`config.mk`:
```
export PLATFORM = sky130hd
export DESIGN_NAME = first_fit_arena_offset_allocator
export DESIGN_NICKNAME = d
export VERILOG_FILES = /design/src/design/ffa_pkg.sv /design/src/design/ffa_table.sv /design/src/design/ffa_engine.sv /design/src/design/first_fit_arena_offset_allocator.sv
export SDC_FILE = /design/constraint.sdc
export NUM_CORES = 2
export LEC_CHECK = 0
export BUFFER_PORTS_ARGS = -buffer_cell sky130_fd_sc_hd__buf_4
export CAP_MARGIN = 40
export CORE_ASPECT_RATIO = 0.6
export CORE_MARGIN = 3
export CORE_UTILIZATION = 40
export CTS_CLUSTER_DIAMETER = 80
export DETAILED_ROUTE_END_ITERATION = 10
export GPL_TIMING_DRIVEN = 0
export PLACE_DENSITY = 0.64
export SLEW_MARGIN = 20
export SYNTH_ARGS = -nofsm -noshare
export SYNTH_HDL_FRONTEND = slang
export SYNTH_HIERARCHICAL = 1
export SYNTH_SLANG_ARGS = --single-unit
```
`constraint.sdc`:
```
create_clock -name clk_i -period 19.96 [get_ports clk_i]
set_clock_uncertainty 0.15 [all_clocks]
set_input_delay 1.996 -clock clk_i [delete_from_list [all_inputs] [get_ports clk_i]]
set_output_delay 1.996 -clock clk_i [all_outputs]
set_load 0.01 [all_outputs]
```
`src/design/ffa_pkg.sv`:
```
// shared types and constants of the first-fit arena offset allocator
package ffa_pkg;

  localparam int MAX_ACTIVE       = 16;
  localparam int OFFSET_BITS      = 32;
  localparam int TICK_BITS        = 16;
  localparam int IDX_W            = $clog2(MAX_ACTIVE);
  localparam int CNT_W            = $clog2(MAX_ACTIVE + 1);
  localparam int SIZE_W           = 31;
  localparam int SUM_W            = ((OFFSET_BITS > SIZE_W) ? OFFSET_BITS : SIZE_W) + 1;
  localparam int ELEM_SHIFT       = 2;
  localparam int ALIGN_LOG2_MAX   = 12;
  localparam int ALIGN_LOG2_RESET = 5;
  localparam int ADDR_W           = 3;

  typedef logic [OFFSET_BITS-1:0] off_t;
  typedef logic [TICK_BITS-1:0]   tick_t;
  typedef logic [IDX_W-1:0]       idx_t;
  typedef logic [SIZE_W-1:0]      size_t;

  typedef enum logic [1:0] {
    ERR_OK       = 2'd0,
    ERR_DYNAMIC  = 2'd1,
    ERR_FULL     = 2'd2,
    ERR_OVERFLOW = 2'd3
  } err_e;

  typedef enum logic [2:0] {
    ST_IDLE,
    ST_FREE,
    ST_SLOT,
    ST_SCAN,
    ST_PLACE,
    ST_DONE
  } state_e;

  typedef enum logic [ADDR_W-3:0] {
    REG_ALIGN_LOG2 = 1'b0
  } reg_e;

  typedef struct packed {
    off_t  start_off;
    off_t  end_off;
    tick_t free_tick;
  } entry_t;

  typedef struct packed {
    logic   clr_all;
    logic   clr_one;
    idx_t   clr_idx;
    logic   wr_en;
    idx_t   wr_idx;
    entry_t wr_data;
    logic   rd_en;
    idx_t   rd_idx;
  } tbl_req_t;

endpackage

```
`src/design/ffa_table.sv`:
```
// active entry table: entry memory with registered read and per-entry valid flags
module ffa_table (
  input  logic                              clk_i,
  input  logic                              rst_ni,
  input  ffa_pkg::tbl_req_t                 req_i,
  output logic [ffa_pkg::MAX_ACTIVE-1:0]    valid_o,
  output ffa_pkg::entry_t                   rdata_o
);

  logic [ffa_pkg::MAX_ACTIVE-1:0] valid_q, valid_d;
  ffa_pkg::entry_t                mem_q [ffa_pkg::MAX_ACTIVE];
  ffa_pkg::entry_t                rdata_q;

  always_comb begin
    valid_d = valid_q;
    if (req_i.clr_all) begin
      valid_d = '0;
    end
    if (req_i.clr_one) begin
      valid_d[req_i.clr_idx] = 1'b0;
    end
    if (req_i.wr_en) begin
      valid_d[req_i.wr_idx] = 1'b1;
    end
  end

  always_ff @(posedge clk_i or negedge rst_ni) begin
    if (!rst_ni) begin
      valid_q <= '0;
    end else begin
      valid_q <= valid_d;
    end
  end

  // reads and writes never share a cycle, so no bypass is needed
  always_ff @(posedge clk_i) begin
    if (req_i.wr_en) begin
      mem_q[req_i.wr_idx] <= req_i.wr_data;
    end
    if (req_i.rd_en) begin
      rdata_q <= mem_q[req_i.rd_idx];
    end
  end

  assign valid_o = valid_q;
  assign rdata_o = rdata_q;

endmodule

```
`src/design/ffa_engine.sv`:
```
// allocation sequencer: free sweep, slot pick, ordered first-fit scan, placement
module ffa_engine (
  input  logic                              clk_i,
  input  logic                              rst_ni,
  input  logic [3:0]                        align_log2_i,
  input  logic                              in_valid_i,
  output logic                              in_stall_o,
  input  logic                              new_run_i,
  input  logic [15:0]                       start_tick_i,
  input  logic [15:0]                       end_tick_i,
  input  logic [27:0]                       element_count_i,
  input  logic                              is_dynamic_i,
  output logic                              out_valid_o,
  input  logic                              out_stall_i,
  output logic [31:0]                       offset_o,
  output logic [30:0]                       aligned_size_o,
  output logic [31:0]                       peak_size_o,
  output logic [1:0]                        error_code_o,
  output ffa_pkg::tbl_req_t                 tbl_req_o,
  input  logic [ffa_pkg::MAX_ACTIVE-1:0]    tbl_valid_i,
  input  ffa_pkg::entry_t                   tbl_rdata_i
);

  localparam logic [ffa_pkg::CNT_W-1:0] CntEnd = ffa_pkg::CNT_W'(ffa_pkg::MAX_ACTIVE);

  ffa_pkg::state_e state_q, state_d;
  ffa_pkg::tick_t  start_q, start_d, endt_q, endt_d;
  ffa_pkg::size_t  size_q, size_d;
  ffa_pkg::off_t   peak_q, peak_d, cur_q, cur_d;
  logic            prev_found_q, prev_found_d;
  ffa_pkg::off_t   prev_s_q, prev_s_d, prev_e_q, prev_e_d;
  ffa_pkg::idx_t   prev_idx_q, prev_idx_d;
  logic            best_found_q, best_found_d;
  ffa_pkg::off_t   best_s_q, best_s_d, best_e_q, best_e_d;
  ffa_pkg::idx_t   best_idx_q, best_idx_d;
  ffa_pkg::idx_t   slot_q, slot_d;
  logic [ffa_pkg::CNT_W-1:0] rd_cnt_q, rd_cnt_d;
  logic            rd_v_q, rd_v_d;
  ffa_pkg::idx_t   rd_a_q, rd_a_d;
  ffa_pkg::off_t   res_off_q, res_off_d;
  ffa_pkg::size_t  res_size_q, res_size_d;
  ffa_pkg::err_e   res_err_q, res_err_d;
  logic            out_valid_q, out_valid_d;
  ffa_pkg::off_t   out_off_q, out_off_d, out_peak_q, out_peak_d;
  ffa_pkg::size_t  out_size_q, out_size_d;
  ffa_pkg::err_e   out_err_q, out_err_d;

  logic                 issuing, sweep_done, hit, after_prev, before_best, fits;
  logic                 free_found;
  ffa_pkg::idx_t        free_idx;
  logic [3:0]           lg;
  ffa_pkg::size_t       mask, new_size;
  logic [ffa_pkg::SUM_W-1:0] sum;

  always_comb begin
    lg       = (align_log2_i > 4'(ffa_pkg::ALIGN_LOG2_MAX)) ?
               4'(ffa_pkg::ALIGN_LOG2_MAX) : align_log2_i;
    mask     = (ffa_pkg::SIZE_W'(1) << lg) - ffa_pkg::SIZE_W'(1);
    new_size = ((ffa_pkg::SIZE_W'(element_count_i) << ffa_pkg::ELEM_SHIFT) + mask) & ~mask;
  end

  // lowest free slot
  always_comb begin
    free_found = 1'b0;
    free_idx   = '0;
    for (int i = ffa_pkg::MAX_ACTIVE - 1; i >= 0; i--) begin
      if (!tbl_valid_i[i]) begin
        free_found = 1'b1;
        free_idx   = ffa_pkg::IDX_W'(i);
      end
    end
  end

  // scan order is (start offset, end offset, slot)
  always_comb begin
    hit = rd_v_q && tbl_valid_i[rd_a_q];
    after_prev = !prev_found_q || (tbl_rdata_i.start_off > prev_s_q) ||
                 ((tbl_rdata_i.start_off == prev_s_q) &&
                  ((tbl_rdata_i.end_off > prev_e_q) ||
                   ((tbl_rdata_i.end_off == prev_e_q) && (rd_a_q > prev_idx_q))));
    before_best = !best_found_q || (tbl_rdata_i.start_off < best_s_q) ||
                  ((tbl_rdata_i.start_off == best_s_q) &&
                   ((tbl_rdata_i.end_off < best_e_q) ||
                    ((tbl_rdata_i.end_off == best_e_q) && (rd_a_q < best_idx_q))));
    sum  = ffa_pkg::SUM_W'(cur_q) + ffa_pkg::SUM_W'(size_q);
    fits = sum <= ffa_pkg::SUM_W'(best_s_q);
  end

  always_comb begin
    state_d      = state_q;
    start_d      = start_q;
    endt_d       = endt_q;
    size_d       = size_q;
    peak_d       = peak_q;
    cur_d        = cur_q;
    prev_found_d = prev_found_q;
    prev_s_d     = prev_s_q;
    prev_e_d     = prev_e_q;
    prev_idx_d   = prev_idx_q;
    best_found_d = best_found_q;
    best_s_d     = best_s_q;
    best_e_d     = best_e_q;
    best_idx_d   = best_idx_q;
    slot_d       = slot_q;
    res_off_d    = res_off_q;
    res_size_d   = res_size_q;
    res_err_d    = res_err_q;
    out_off_d    = out_off_q;
    out_size_d   = out_size_q;
    out_peak_d   = out_peak_q;
    out_err_d    = out_err_q;
    out_valid_d  = out_valid_q && out_stall_i;

    issuing    = (rd_cnt_q != CntEnd) &&
                 ((state_q == ffa_pkg::ST_FREE) || (state_q == ffa_pkg::ST_SCAN));
    sweep_done = (rd_cnt_q == CntEnd) && !rd_v_q;
    rd_cnt_d   = issuing ? rd_cnt_q + ffa_pkg::CNT_W'(1) : rd_cnt_q;
    rd_v_d     = issuing;
    rd_a_d     = rd_cnt_q[ffa_pkg::IDX_W-1:0];

    tbl_req_o         = '0;
    tbl_req_o.rd_en   = issuing;
    tbl_req_o.rd_idx  = rd_cnt_q[ffa_pkg::IDX_W-1:0];
    tbl_req_o.clr_idx = rd_a_q;
    tbl_req_o.wr_idx  = slot_q;
    tbl_req_o.wr_data = '{start_off: cur_q, end_off: sum[ffa_pkg::OFFSET_BITS-1:0],
                          free_tick: endt_q};

    case (state_q)
      ffa_pkg::ST_IDLE: begin
        if (in_valid_i) begin
          start_d = ffa_pkg::TICK_BITS'(start_tick_i);
          endt_d  = ffa_pkg::TICK_BITS'(end_tick_i);
          size_d  = new_size;
          if (new_run_i) begin
            tbl_req_o.clr_all = 1'b1;
            peak_d            = '0;
          end
          if (is_dynamic_i) begin
            res_off_d  = '0;
            res_size_d = '0;
            res_err_d  = ffa_pkg::ERR_DYNAMIC;
            state_d    = ffa_pkg::ST_DONE;
          end else begin
            rd_cnt_d = '0;
            state_d  = ffa_pkg::ST_FREE;
          end
        end
      end
      ffa_pkg::ST_FREE: begin
        if (hit && (tbl_rdata_i.free_tick <= start_q)) begin
          tbl_req_o.clr_one = 1'b1;
        end
        if (sweep_done) begin
          state_d = ffa_pkg::ST_SLOT;
        end
      end
      ffa_pkg::ST_SLOT: begin
        if (!free_found) begin
          res_off_d  = '0;
          res_size_d = size_q;
          res_err_d  = ffa_pkg::ERR_FULL;
          state_d    = ffa_pkg::ST_DONE;
        end else begin
          slot_d       = free_idx;
          cur_d        = '0;
          prev_found_d = 1'b0;
          best_found_d = 1'b0;
          rd_cnt_d     = '0;
          state_d      = ffa_pkg::ST_SCAN;
        end
      end
      ffa_pkg::ST_SCAN: begin
        if (hit && after_prev && before_best) begin
          best_found_d = 1'b1;
          best_s_d     = tbl_rdata_i.start_off;
          best_e_d     = tbl_rdata_i.end_off;
          best_idx_d   = rd_a_q;
        end
        if (sweep_done) begin
          if (!best_found_q || fits) begin
            state_d = ffa_pkg::ST_PLACE;
          end else begin
            // gap too small: step past this entry and sweep again
            cur_d        = best_e_q;
            prev_found_d = 1'b1;
            prev_s_d     = best_s_q;
            prev_e_d     = best_e_q;
            prev_idx_d   = best_idx_q;
            best_found_d = 1'b0;
            rd_cnt_d     = '0;
          end
        end
      end
      ffa_pkg::ST_PLACE: begin
        res_size_d = size_q;
        if (sum[ffa_pkg::SUM_W-1:ffa_pkg::OFFSET_BITS] != '0) begin
          res_off_d = '0;
          res_err_d = ffa_pkg::ERR_OVERFLOW;
        end else begin
          tbl_req_o.wr_en = 1'b1;
          res_off_d       = cur_q;
          res_err_d       = ffa_pkg::ERR_OK;
          if (sum[ffa_pkg::OFFSET_BITS-1:0] > peak_q) begin
            peak_d = sum[ffa_pkg::OFFSET_BITS-1:0];
          end
        end
        state_d = ffa_pkg::ST_DONE;
      end
      ffa_pkg::ST_DONE: begin
        if (!out_valid_q || !out_stall_i) begin
          out_valid_d = 1'b1;
          out_off_d   = res_off_q;
          out_size_d  = res_size_q;
          out_peak_d  = peak_q;
          out_err_d   = res_err_q;
          state_d     = ffa_pkg::ST_IDLE;
        end
      end
      default: begin
        state_d = ffa_pkg::ST_IDLE;
      end
    endcase
  end

  always_ff @(posedge clk_i or negedge rst_ni) begin
    if (!rst_ni) begin
      state_q      <= ffa_pkg::ST_IDLE;
      peak_q       <= '0;
      rd_cnt_q     <= CntEnd;
      rd_v_q       <= 1'b0;
      prev_found_q <= 1'b0;
      best_found_q <= 1'b0;
      out_valid_q  <= 1'b0;
    end else begin
      state_q      <= state_d;
      peak_q       <= peak_d;
      rd_cnt_q     <= rd_cnt_d;
      rd_v_q       <= rd_v_d;
      prev_found_q <= prev_found_d;
      best_found_q <= best_found_d;
      out_valid_q  <= out_valid_d;
    end
  end

  always_ff @(posedge clk_i) begin
    start_q    <= start_d;
    endt_q     <= endt_d;
    size_q     <= size_d;
    cur_q      <= cur_d;
    prev_s_q   <= prev_s_d;
    prev_e_q   <= prev_e_d;
    prev_idx_q <= prev_idx_d;
    best_s_q   <= best_s_d;
    best_e_q   <= best_e_d;
    best_idx_q <= best_idx_d;
    slot_q     <= slot_d;
    rd_a_q     <= rd_a_d;
    res_off_q  <= res_off_d;
    res_size_q <= res_size_d;
    res_err_q  <= res_err_d;
    out_off_q  <= out_off_d;
    out_size_q <= out_size_d;
    out_peak_q <= out_peak_d;
    out_err_q  <= out_err_d;
  end

  assign in_stall_o     = (state_q != ffa_pkg::ST_IDLE);
  assign out_valid_o    = out_valid_q;
  assign offset_o       = 32'(out_off_q);
  assign aligned_size_o = 31'(out_size_q);
  assign peak_size_o    = 32'(out_peak_q);
  assign error_code_o   = out_err_q;

endmodule

```
`src/design/first_fit_arena_offset_allocator.sv`:
```
// First-fit arena offset allocator. Each accepted item is one live interval; the block
// returns one result item with its byte offset, aligned size, run peak and error code.
// Steps per item, with N = 16 table entries and k entries live after freeing: accept,
// a free sweep over the entry memory (N reads, then the registered read data drains),
// a slot pick, then one ordered scan sweep for each entry stepped past plus the final
// one (at most k+1 sweeps), placement, and the load of the output register. A full
// table ends after the slot pick; a dynamic-shape item goes from accept straight to
// the output register. A stalled result that still waits in the output register holds
// the next result back. The next item is taken while the previous result still waits
// in the output register. Alignment is set at APB address 0 and must be written only
// while the block is idle; the block itself does not enforce this.
module first_fit_arena_offset_allocator (
  input  logic                          clk_i,
  input  logic                          rst_ni,
  input  logic                          psel,
  input  logic                          penable,
  input  logic                          pwrite,
  input  logic [ffa_pkg::ADDR_W-1:0]    paddr,
  input  logic [31:0]                   pwdata,
  output logic [31:0]                   prdata,
  output logic                          pready,
  input  logic                          in_valid_i,
  output logic                          in_stall_o,
  input  logic                          new_run_i,
  input  logic [15:0]                   start_tick_i,
  input  logic [15:0]                   end_tick_i,
  input  logic [27:0]                   element_count_i,
  input  logic                          is_dynamic_i,
  output logic                          out_valid_o,
  input  logic                          out_stall_i,
  output logic [31:0]                   offset_o,
  output logic [30:0]                   aligned_size_o,
  output logic [31:0]                   peak_size_o,
  output logic [1:0]                    error_code_o
);

  logic [3:0]                     align_q, align_d;
  logic                           sel_align;
  ffa_pkg::tbl_req_t              tbl_req;
  logic [ffa_pkg::MAX_ACTIVE-1:0] tbl_valid;
  ffa_pkg::entry_t                tbl_rdata;

  assign sel_align = (paddr[ffa_pkg::ADDR_W-1:2] == ffa_pkg::REG_ALIGN_LOG2);
  assign pready    = 1'b1;
  assign prdata    = sel_align ? 32'(align_q) : 32'd0;

  always_comb begin
    align_d = align_q;
    if (psel && penable && pwrite && pready && sel_align) begin
      align_d = pwdata[3:0];
    end
  end

  always_ff @(posedge clk_i or negedge rst_ni) begin
    if (!rst_ni) begin
      align_q <= 4'(ffa_pkg::ALIGN_LOG2_RESET);
    end else begin
      align_q <= align_d;
    end
  end

  ffa_table u_table (
    .clk_i   (clk_i),
    .rst_ni  (rst_ni),
    .req_i   (tbl_req),
    .valid_o (tbl_valid),
    .rdata_o (tbl_rdata)
  );

  ffa_engine u_engine (
    .clk_i           (clk_i),
    .rst_ni          (rst_ni),
    .align_log2_i    (align_q),
    .in_valid_i      (in_valid_i),
    .in_stall_o      (in_stall_o),
    .new_run_i       (new_run_i),
    .start_tick_i    (start_tick_i),
    .end_tick_i      (end_tick_i),
    .element_count_i (element_count_i),
    .is_dynamic_i    (is_dynamic_i),
    .out_valid_o     (out_valid_o),
    .out_stall_i     (out_stall_i),
    .offset_o        (offset_o),
    .aligned_size_o  (aligned_size_o),
    .peak_size_o     (peak_size_o),
    .error_code_o    (error_code_o),
    .tbl_req_o       (tbl_req),
    .tbl_valid_i     (tbl_valid),
    .tbl_rdata_i     (tbl_rdata)
  );

endmodule

```
==> results.sh <==
export IMPL_run_status="finished clean"
export IMPL_postSynthRegisterBits=1819
export IMPL_clk_pin_slew_worst_paths_ns=0.06
export IMPL_hold_endpoint="u_engine/aligned_size_o[8]$_DFFE_PP_"
export IMPL_drc=0
export IMPL_drt_pass1_iter_count=6
export IMPL_critical_path_start="u_engine/cur_q[3]$_SDFFCE_PN0P_"
export IMPL_min_period_ns=8.04
export IMPL_tritoncts_clock_tree="done"
export IMPL_num_rows=122
export IMPL_static_leakage_power_nw=31.0
export IMPL_flow_area_growth_from_synthesis_pct=17.9
export IMPL_critPathLaunchType="flop"
export IMPL_multiInputGateArea_um2=19000
export IMPL_tritoncts_num_buffers=174
export IMPL_yosysTopAreaCellShare_pct=70.5
export IMPL_clock_root_buffer="sky130_fd_sc_hd__clkbuf_16"
export IMPL_count_of_flip_flops_with_a_built_in_enable_after_synthesis=1751
export IMPL_critical_path_slowest_cell="sky130_fd_sc_hd__nor2_2"
export IMPL_drive_gt1_share_pct=24.1
export IMPL_cts_sinks=1819
export IMPL_io_buffer_count=174
export IMPL_vias_per_cell=5.60
export IMPL_num_vias=41169
export IMPL_crit_fanout=18
export IMPL_most_used_cells_in_the_layout_excluding_fill_and_tap_cells="sky130_fd_sc_hd__edfxtp_1 (1751), sky130_fd_sc_hd__mux4_2 (325), sky130_fd_sc_hd__buf_4 (314)"
export IMPL_fin_worst_hold_slack_ns=0.264
export IMPL_power_share_combinational_pct=29.1
export IMPL_category_of_the_worst_setup_path_capture_point="flop"
export IMPL_cellPowerDensity_nw_per_um2=135
export IMPL_coreArea_um2=185000
export IMPL_vdd_ir_drop_max_mv=0.0830
export IMPL_synthesis_instances=4076
export IMPL_rr_worst_depth=23
export IMPL_cells_traversed_along_the_worst_timing_path="ha_1, a21o_1, a21oi_1, o21ai_0, o21bai_1, a21oi_1, o21ai_0, a21oi_1, a32oi_1, nor2_2, ha_1, nand3_1, nor4_1, nand2_1, o21ai_0, o22a_1, o21ai_0, clkbuf_2, nor3_2, buf_4, buf_4, buf_4, buf_6"
export IMPL_total_switching_power_mw=3.80
export IMPL_cts_path_max_buffers=4
export IMPL_grt_setup_unrepaired="no"
export IMPL_critical_path_arrival_ns=8.40
export IMPL_detail_route_iter0_violations=5432
export IMPL_ys_flop_type="sky130_fd_sc_hd__edfxtp_1"
export IMPL_grt_usage_pct=20.4
export IMPL_p_sw_share_pct=32.1
export IMPL_holdPathStages=0
export IMPL_weighted_congestion_at_the_end_of_routability_driven_global_placement=0.894
export IMPL_hold_viol=0
export IMPL_clk_latency_ns=0.83
export IMPL_netlist_top_cells_area="sky130_fd_sc_hd__edfxtp_1 (71%), sky130_fd_sc_hd__mux4_2 (9.8%), sky130_fd_sc_hd__ha_1 (4.6%)"
export IMPL_hp_start="u_engine/res_size_q[8]$_SDFFCE_PN0P_"
export IMPL_timing_critical_path_mode_cell="sky130_fd_sc_hd__o21ai_0"
export IMPL_numPlacedInstances=7020
export IMPL_antenna_found_initial=7
export IMPL_critical_path_reg2reg_startpoint="u_engine/cur_q[3]$_SDFFCE_PN0P_"
export IMPL_postRouteWirelength_mm=197
export IMPL_yosys_warnings=6
export IMPL_ioPinCount=236
export IMPL_asyncSetResetFlopFracSynth_pct=3.52
export IMPL_hold_path_class="reg -> reg"
export IMPL_cts_setup_buffers=0
export IMPL_design_die_area_um2=192000
export IMPL_tightestPinTransition_ns=0.949
export IMPL_global_route_wire_length_before_repair_mm=283
export IMPL_relSlewSlack_pct=36.3
export IMPL_synth_avg_cell_area_um2=18.3
export IMPL_fp_dieW_um=563
export IMPL_synth_distinct_cells=84
export IMPL_yosysTopAreaCell="sky130_fd_sc_hd__edfxtp_1"
export IMPL_maximum_number_of_pins_on_one_net_before_global_route_repair=42
export IMPL_r2r_setup_slack_ns=11.92
export IMPL_post_dp_hpwl_mm=143
export IMPL_critical_path_top_delay_family="compound AO/OA/AOI/OAI gates"
export IMPL_timing_setup_critical_path_class="reg -> reg"
export IMPL_stdcell_count=7349
export IMPL_postCtsResizedCells=0
export IMPL_p_seq_share_pct=43.8
export IMPL_synth_seq_area_share_pct=72.8
export IMPL_mostFrequentLayoutCell="sky130_fd_sc_hd__edfxtp_1"
export IMPL_wire_length_per_cell_after_detailed_routing_um=26.9
export IMPL_syn_cell_area_um2=74600
export IMPL_final_net_count=5118
export IMPL_grt_pass1_vias=39847
export IMPL_fillers=15250
export IMPL_initial_utilization_pct=40.3
export IMPL_period_share_pct=40.3
export IMPL_maxSlewViolCount=0
export IMPL_die_height_um=340
export IMPL_ant_nets_after_route=0
export IMPL_max_cap_viol=0
export IMPL_grt_overflow_total=0
export IMPL_path_buf_inv=5
export IMPL_power_share_clock_pct=27.1
export IMPL_clock_tree_htree_level_count=4
export IMPL_hold_bufs_inserted_after_cts=0
export IMPL_worstPathRequired_ns=20.32
export IMPL_cellInternalPower_mw=8.05
export IMPL_fmaxAchievable_ghz=0.124
export IMPL_timing_critical_path_slowest_cell_delay_ns=0.70
export IMPL_layout_area_seq_um2=54300
export IMPL_final_setup_viol_count=0
export IMPL_worstReg2RegEnd="u_engine/prev_e_q[5]$_DFFE_PP_"
## registers in the layout, indices dropped and copies added (netlist names), 29 cells and up
register	cells
u_engine/cur_q	32
u_engine/peak_size_o	32
u_engine/res_size_q	29
u_engine/best_s_q	32
u_engine/res_off_q	32
u_engine/offset_o	32
u_engine/prev_e_q	32
u_table/mem_q	1280
u_engine/prev_s_q	32
u_engine/best_e_q	32
u_engine/size_q	29
u_table/rdata_o	80
u_engine/peak_q	32
u_engine/aligned_size_o	29
## synth_stat cells, drive strengths merged, types with 23 or more instances
master	number
nand4	44
and2	40
o21ai	78
a22oi	160
nor2	120
nand2	171
nand3	33
a21oi	106
xnor2	33
clkbuf	70
and3	42
o21a	23
nand2b	33
mux4	325
dfrtp	61
nor3	31
nor2b	33
ha	273
buf	115
inv	217
a21o	87
edfxtp	1751
## power groups by stage
stage	Sequential (mW)	Combinational [mW]	Clock, mW
after floorplan	5.16	1.98	0
after global placement	5.34	3.02	0
after detailed placement	5.29	3.33	0
after CTS	5.21	3.35	3.28
after global routing	5.22	3.70	3.44
final	5.19	3.45	3.22
## stage by stage
step | setup WS [ns] | TNS (ns) | instance area, um^2 | power (mW) | utilization (%)
finish | 11.92 | 0 | 87900 | 11.8 | 47.6
global route | 11.35 | 0 | 87900 | 12.4 | 47.6
CTS | 12.07 | 0 | 87700 | 11.8 | 47.4
detailed placement | 12.17 | 0 | 82200 | 8.62 | 44.5
global placement | -1.87 | -296.52 | 79200 | 8.37 | 42.8
floorplan | 9.05 | 0 | 74700 | 7.13 | -
## worst max-delay path by stage
stage / endpoint / slack (ns) / cells after the start
6_report: u_engine/prev_e_q[5]$_DFFE_PP_ / 11.92 / 23
5_1_grt: u_engine/prev_e_q[3]$_DFFE_PP_ / 11.35 / 23
4_1_cts: u_engine/prev_e_q[3]$_DFFE_PP_ / 12.07 / 21
3_5_place_dp: u_engine/prev_e_q[9]$_DFFE_PP_ / 12.17 / 21
3_3_place_gp: u_table/mem_q[1][57]$_DFFE_PP_ / -1.87 / 10
2_1_floorplan: u_table/mem_q[0][0]$_DFFE_PP_ / 9.05 / 10
## metal layers
layer / global-route usage (%) / share of wire, % / vias to the layer above
met1: 31.7 / 45 / 21247
met5: 0 / 0 / -
met4: 5.01 / 2.2 / 0
li1: - / - / 17620
met2: 27.8 / 42 / 2047
met3: 5.93 / 11 / 255
## kinds of logic (layout without fill, tap and decap cells)
group | after synthesis | count (layout) | share of synthesized area [%]
other cells | 3 | 55 | 0.0151
compound gates | 594 | 594 | 5.51
simple gates | 590 | 590 | 3.97
flops | 1819 | 1819 | 72.8
buf+inv | 403 | 1144 | 2.46
fa+ha+maj | 275 | 275 | 4.63
xor+xnor | 45 | 45 | 0.529
mux | 347 | 347 | 10.1
## worst register-to-register path, cell delays in order, from the launching register on
cell	delay, ns
sky130_fd_sc_hd__edfxtp_1	0.69
sky130_fd_sc_hd__ha_1	0.43
sky130_fd_sc_hd__a21o_1	0.12
sky130_fd_sc_hd__a21oi_1	0.11
sky130_fd_sc_hd__o21ai_0	0.59
sky130_fd_sc_hd__o21bai_1	0.40
sky130_fd_sc_hd__a21oi_1	0.52
sky130_fd_sc_hd__o21ai_0	0.29
sky130_fd_sc_hd__a21oi_1	0.33
sky130_fd_sc_hd__a32oi_1	0.21
sky130_fd_sc_hd__nor2_2	0.70
sky130_fd_sc_hd__ha_1	0.23
sky130_fd_sc_hd__nand3_1	0.09
sky130_fd_sc_hd__nor4_1	0.46
sky130_fd_sc_hd__nand2_1	0.12
sky130_fd_sc_hd__o21ai_0	0.17
sky130_fd_sc_hd__o22a_1	0.19
sky130_fd_sc_hd__o21ai_0	0.21
sky130_fd_sc_hd__clkbuf_2	0.23
sky130_fd_sc_hd__nor3_2	0.57
sky130_fd_sc_hd__buf_4	0.32
sky130_fd_sc_hd__buf_4	0.21
sky130_fd_sc_hd__buf_4	0.22
sky130_fd_sc_hd__buf_6	0.17
## layout make-up
type	instances	area share, %
inverters	218	0.931
well taps	2480	3.53
clock inverters	88	1.02
flip-flops and latches	1819	61.7
clock buffers	212	5.14
repair buffers	441	4.88
multi-input cells	1900	21.6
diodes	6	0.0171
plain buffers	185	1.16
No activity file was read; power rests on OpenSTA's default activity.
